### src/rtl/lfr_pkg.sv
// shared types and constants of the longest free run finder
`timescale 1ns / 1ps

package lfr_pkg;

    // widest slot index or bound the design supports (up to 8191 slots)
    localparam int SLOT_W = 13;

    // depth of the queue between front and back
    localparam int QUEUE_DEPTH = 2;

    // configuration port
    localparam int APB_ADDR_W = 3;
    localparam int APB_DATA_W = 32;
    localparam int DAY_LENGTH_W = 10;
    localparam logic [DAY_LENGTH_W-1:0] DAY_LENGTH_RESET = 10'd480;
    localparam logic REG_DAY_LENGTH = 1'b0;

    // item payload widths
    localparam int CMD_W = 1;
    localparam int BOUND_W = 10;
    localparam int FREE_START_W = 9;
    localparam int FREE_LENGTH_W = 10;

    // command codes
    localparam logic [CMD_W-1:0] CMD_BUSY = 1'b0;
    localparam logic [CMD_W-1:0] CMD_QUERY = 1'b1;

    // classified operation handed from front to back
    typedef struct packed {
        logic              query;
        logic [SLOT_W-1:0] lo;
        logic [SLOT_W-1:0] hi;
    } op_t;

    // back end sequencer states
    typedef enum logic [2:0] {
        BK_INIT,
        BK_IDLE,
        BK_MARK,
        BK_SCAN,
        BK_DRAIN,
        BK_FINISH
    } back_state_t;

endpackage

### src/rtl/lfr_queue.sv
// short queue of classified operations between front and back
`timescale 1ns / 1ps

module lfr_queue
    import lfr_pkg::*;
(
    input  logic clk,
    input  logic rst_n,
    input  logic push,
    input  op_t  push_op,
    input  logic pop,
    output op_t  head_op,
    output logic empty,
    output logic full
);

    localparam int PTR_W = (QUEUE_DEPTH > 1) ? $clog2(QUEUE_DEPTH) : 1;
    localparam int CNT_W = $clog2(QUEUE_DEPTH + 1);

    op_t              entry_reg [QUEUE_DEPTH];
    logic [PTR_W-1:0] wr_ptr_reg;
    logic [PTR_W-1:0] wr_ptr_next;
    logic [PTR_W-1:0] rd_ptr_reg;
    logic [PTR_W-1:0] rd_ptr_next;
    logic [CNT_W-1:0] count_reg;
    logic [CNT_W-1:0] count_next;
    logic             do_push;
    logic             do_pop;

    assign empty   = (count_reg == '0);
    assign full    = (count_reg == CNT_W'(QUEUE_DEPTH));
    assign head_op = entry_reg[rd_ptr_reg];
    assign do_push = push && !full;
    assign do_pop  = pop && !empty;

    // pointer and count updates
    always_comb
    begin
        wr_ptr_next = wr_ptr_reg;
        rd_ptr_next = rd_ptr_reg;
        count_next  = count_reg;
        if (do_push)
        begin
            wr_ptr_next = (wr_ptr_reg == PTR_W'(QUEUE_DEPTH - 1)) ? '0 : wr_ptr_reg + 1'b1;
        end
        if (do_pop)
        begin
            rd_ptr_next = (rd_ptr_reg == PTR_W'(QUEUE_DEPTH - 1)) ? '0 : rd_ptr_reg + 1'b1;
        end
        if (do_push && !do_pop)
        begin
            count_next = count_reg + 1'b1;
        end
        else if (do_pop && !do_push)
        begin
            count_next = count_reg - 1'b1;
        end
    end

    always_ff @(posedge clk or negedge rst_n)
    begin
        if (!rst_n)
        begin
            wr_ptr_reg <= '0;
            rd_ptr_reg <= '0;
            count_reg  <= '0;
        end
        else
        begin
            wr_ptr_reg <= wr_ptr_next;
            rd_ptr_reg <= rd_ptr_next;
            count_reg  <= count_next;
        end
    end

    // entry storage
    always_ff @(posedge clk)
    begin
        if (do_push)
        begin
            entry_reg[wr_ptr_reg] <= push_op;
        end
    end

endmodule

### config.mk
export PLATFORM = sky130hd
export DESIGN_NAME = lfr_queue
export DESIGN_NICKNAME = d
export VERILOG_FILES = /design/src/rtl/lfr_pkg.sv /design/src/rtl/lfr_queue.sv
export SDC_FILE = /design/constraint.sdc
export NUM_CORES = 1
export LEC_CHECK = 0
export BUFFER_PORTS_ARGS = -buffer_cell sky130_fd_sc_hd__clkbuf_2
export CORE_MARGIN = 2
export CORE_UTILIZATION = 40
export CTS_BUF_LIST = sky130_fd_sc_hd__clkbuf_16
export DETAILED_ROUTE_END_ITERATION = 8
export SYNTH_ARGS = -nofsm -noshare
export SYNTH_HDL_FRONTEND = slang
export SYNTH_SLANG_ARGS = --single-unit
### constraint.sdc
create_clock -name clk -period 3.95 [get_ports clk]
set_clock_uncertainty 0.2 [all_clocks]
set_input_delay 0.1975 -clock clk [delete_from_list [all_inputs] [get_ports clk]]
set_output_delay 0.1975 -clock clk [all_outputs]
set_load 0.02 [all_outputs]
==> reports/metrics.csv <==
stage,metric,value,unit
clock_network,cts_hold_buf,28,
synth,synth_area,2240,um^2
floorplan,io_pins,60,
drt,vias,1224,
final_layout,layout-drive-gt1-share,0.488,
global_route,overflow,0,
final_layout,final_util,0.572,
clock_network,clock_sinks,58,
placement,dpl.cell_count,233,
sta,setup_ws,1.78,ns
sta,hold_viol,0,
floorplan,initial_core_util,0.410,
synth,synth_top_family_by_area,multiplexers,
synth,synth_cells,103,
worst_hold_path,min_from,pop,
clock_network,numCtsBuffers,9,
clock_network,cts.path.max_buffers,2,
sta,worst_hold_slack,0.0163,ns
sta,setup_tns,0,ns
drt,wl_per_cell,13.2,um
sta,slew_headroom,0.455,
global_route,grt_pass1_wl,5950,um
final_layout,n_antenna_cell,0,
critical_path,startpoint,rd_ptr_reg,
synth,synth_compound_area_frac,0.00223,
drt,detail_route.first_pass.iterations,4,
critical_path,end_kind,output port,
clock_network,clk_pin_slew,0.05,ns
final_layout,stdcell_count,277,
synth,synth_fa_ha_area_frac,0.00557,
synth,syn_nets,135,
worst_hold_path,hold_class,primary input to flip-flop,
critical_path,critPathMaxStageDelay,0.88,ns
pwr,total_power,2.32,mW
sta,tightestPinTransition,0.817,ns
clock_network,tritoncts,done,
floorplan,die_w,78.9,um
synth,ys_seq_area_frac,0.767,
critical_path,crit_required,3.55,ns
placement,place_hpwl,2360,um
run_status,status,finished clean,
final_layout,largest_reg_flops,54,
critical_path,crit_family,flip-flops,
clock_network,ctsResizeCount,0,
placement,io_buffers,59,
synth,synthSimpleGateAreaFrac,0.0123,
pwr,p_per_area,741,nW/um^2
drt,ant_nets,0,
synth,muxShareOfSynthArea,0.167,
synth,postSynthAreaPerCell,21.8,um^2
critical_path,crit_chain,mux2_2 -> clkbuf_2,
pwr,peakVddDrop,508,uV
synth,synth_cell_types,15,
global_route,grt_pass1_vias,1316,
critical_path,cp.buffers_inverters,1,
pwr,leakage,1.29,nW
clock_network,insertion_delay,0.31,ns
floorplan,num_rows,27,
placement,postPlaceCellArea,2600,um^2
clock_network,htreeDepth,3,
final_layout,final_area,3130,um^2
critical_path,start_kind,flip-flop,
synth,ys_warn_count,0,
placement,post-place-ws,2.06,ns
sta,finalSetupViolations,0,
critical_path,crit_fanout,28,
critical_path,worstPathArrival,1.77,ns
floorplan,die_area,6230,um^2
floorplan,core,5470,um^2
global_route,grt_usage,0.130,
flow_run,max-cap-violations,0,
final_layout,areaGrowthSynthToFinish,39.5,%
critical_path,crit_type,flip-flop to output port,
drt,drc,0,
sta,fin_crit_sh,0.549,
global_route,antenna_found_initial,0,
sta,final.min_clock_period,2.17,ns
synth,synth_seq_cells,58,
sta,rsz0062_at_grt,false,
global_route,grt_max_degree,29,
critical_path,cpMaxStageDelayCell,dfrtp_2,
clock_network,post_cts_buffers,0,
critical_path,reg2reg_slack,2.15,ns
drt,routed_wirelength,3660,um
floorplan,die_y,78.9,um
clock_network,root_buffer,clkbuf_16,
placement,place.gp.congestion,0.623,
synth,synth_xor_area_frac,0.0195,
sta,max_clock_freq,0.461,GHz
drt,drtIter0Drc,95,
drt,via_per_inst,4.42,
sta,slew_violations,0,
critical_path,r2r-start,count_reg[0],
final_layout,nets,232,
## area by class of cell
cell class	instances	area [um^2]
Inverter	2	7.51
Tap cell	72	90.1
Fill cell	453	2340
Sequential cell	58	1720
Clock inverter	7	27.5
Timing Repair Buffer	89	591
Clock buffer	9	225
Multi-Input combinational cell	40	467
## cell usage after synthesis (all sizes together)
library cell | n | share of area
nand2 | 1 | 0.0017
nor2 | 3 | 0.0050
mux2 | 27 | 0.17
o21ai | 1 | 0.0022
xor2 | 2 | 0.0078
inv | 2 | 0.0033
nand2b | 1 | 0.0028
edfxtp | 54 | 0.72
ha | 1 | 0.0056
xnor2 | 3 | 0.012
buf | 3 | 0.023
dfrtp | 4 | 0.045
and3 | 1 | 0.0028
## worst min-delay path, delay by kind of cell
family	cells	cell delay (ns)
buffers and inverters	1	0.08
AOI/OAI and AO/OA	1	0.12
xor gates and xnor gates	1	0.08
## final timing paths
check                           cells after the start               end
worst min register to register                      1      count_reg[1]
max in group asynchronous                           2        rd_ptr_reg
worst min-delay path                                3        rd_ptr_reg
worst max-delay path                                2       head_op[11]
min in group asynchronous                           2      count_reg[1]
worst max register to register                      3  entry_reg[1][17]
## power breakdown
part	internal, mW	switching (mW)
logic	0.348	0.369
registers	0.847	0.118
clock network	0.407	0.231
## cell usage in the layout, fill, tap and decap left out
cell | Yosys | routed
edfxtp_1 | 54 | 54
buf_4 | 0 | 2
clkinv_1 | 0 | 5
xnor2_1 | 3 | 3
dfrtp_1 | 4 | 3
clkinv_2 | 0 | 1
mux2_4 | 19 | 19
ha_1 | 1 | 1
dfrtp_2 | 0 | 1
xor2_1 | 2 | 2
inv_1 | 2 | 3
nand2_1 | 1 | 1
clkbuf_16 | 0 | 9
and3_1 | 1 | 1
nand2b_1 | 1 | 1
nor2_2 | 0 | 1
nor2_1 | 3 | 2
o21ai_1 | 1 | 1
dlygate4sd3_1 | 0 | 28
mux2_2 | 8 | 8
clkbuf_2 | 0 | 59
## layer usage
layer	vias up	track usage	routed length, um
li1	589	-	-
met4	0	0.0828	48
met2	40	0.213	1820
met3	7	0.0386	172
met5	-	0	0
met1	588	0.149	1620
## cell families after synthesis
kind of cell	after synthesis
AOI/OAI and AO/OA	1
muxes	27
and+or+nand+nor	6
adders and majority gates	1
buffers and inverters	5
DFF	58
xor gates and xnor gates	5
Power figures use the tool's default switching activity.
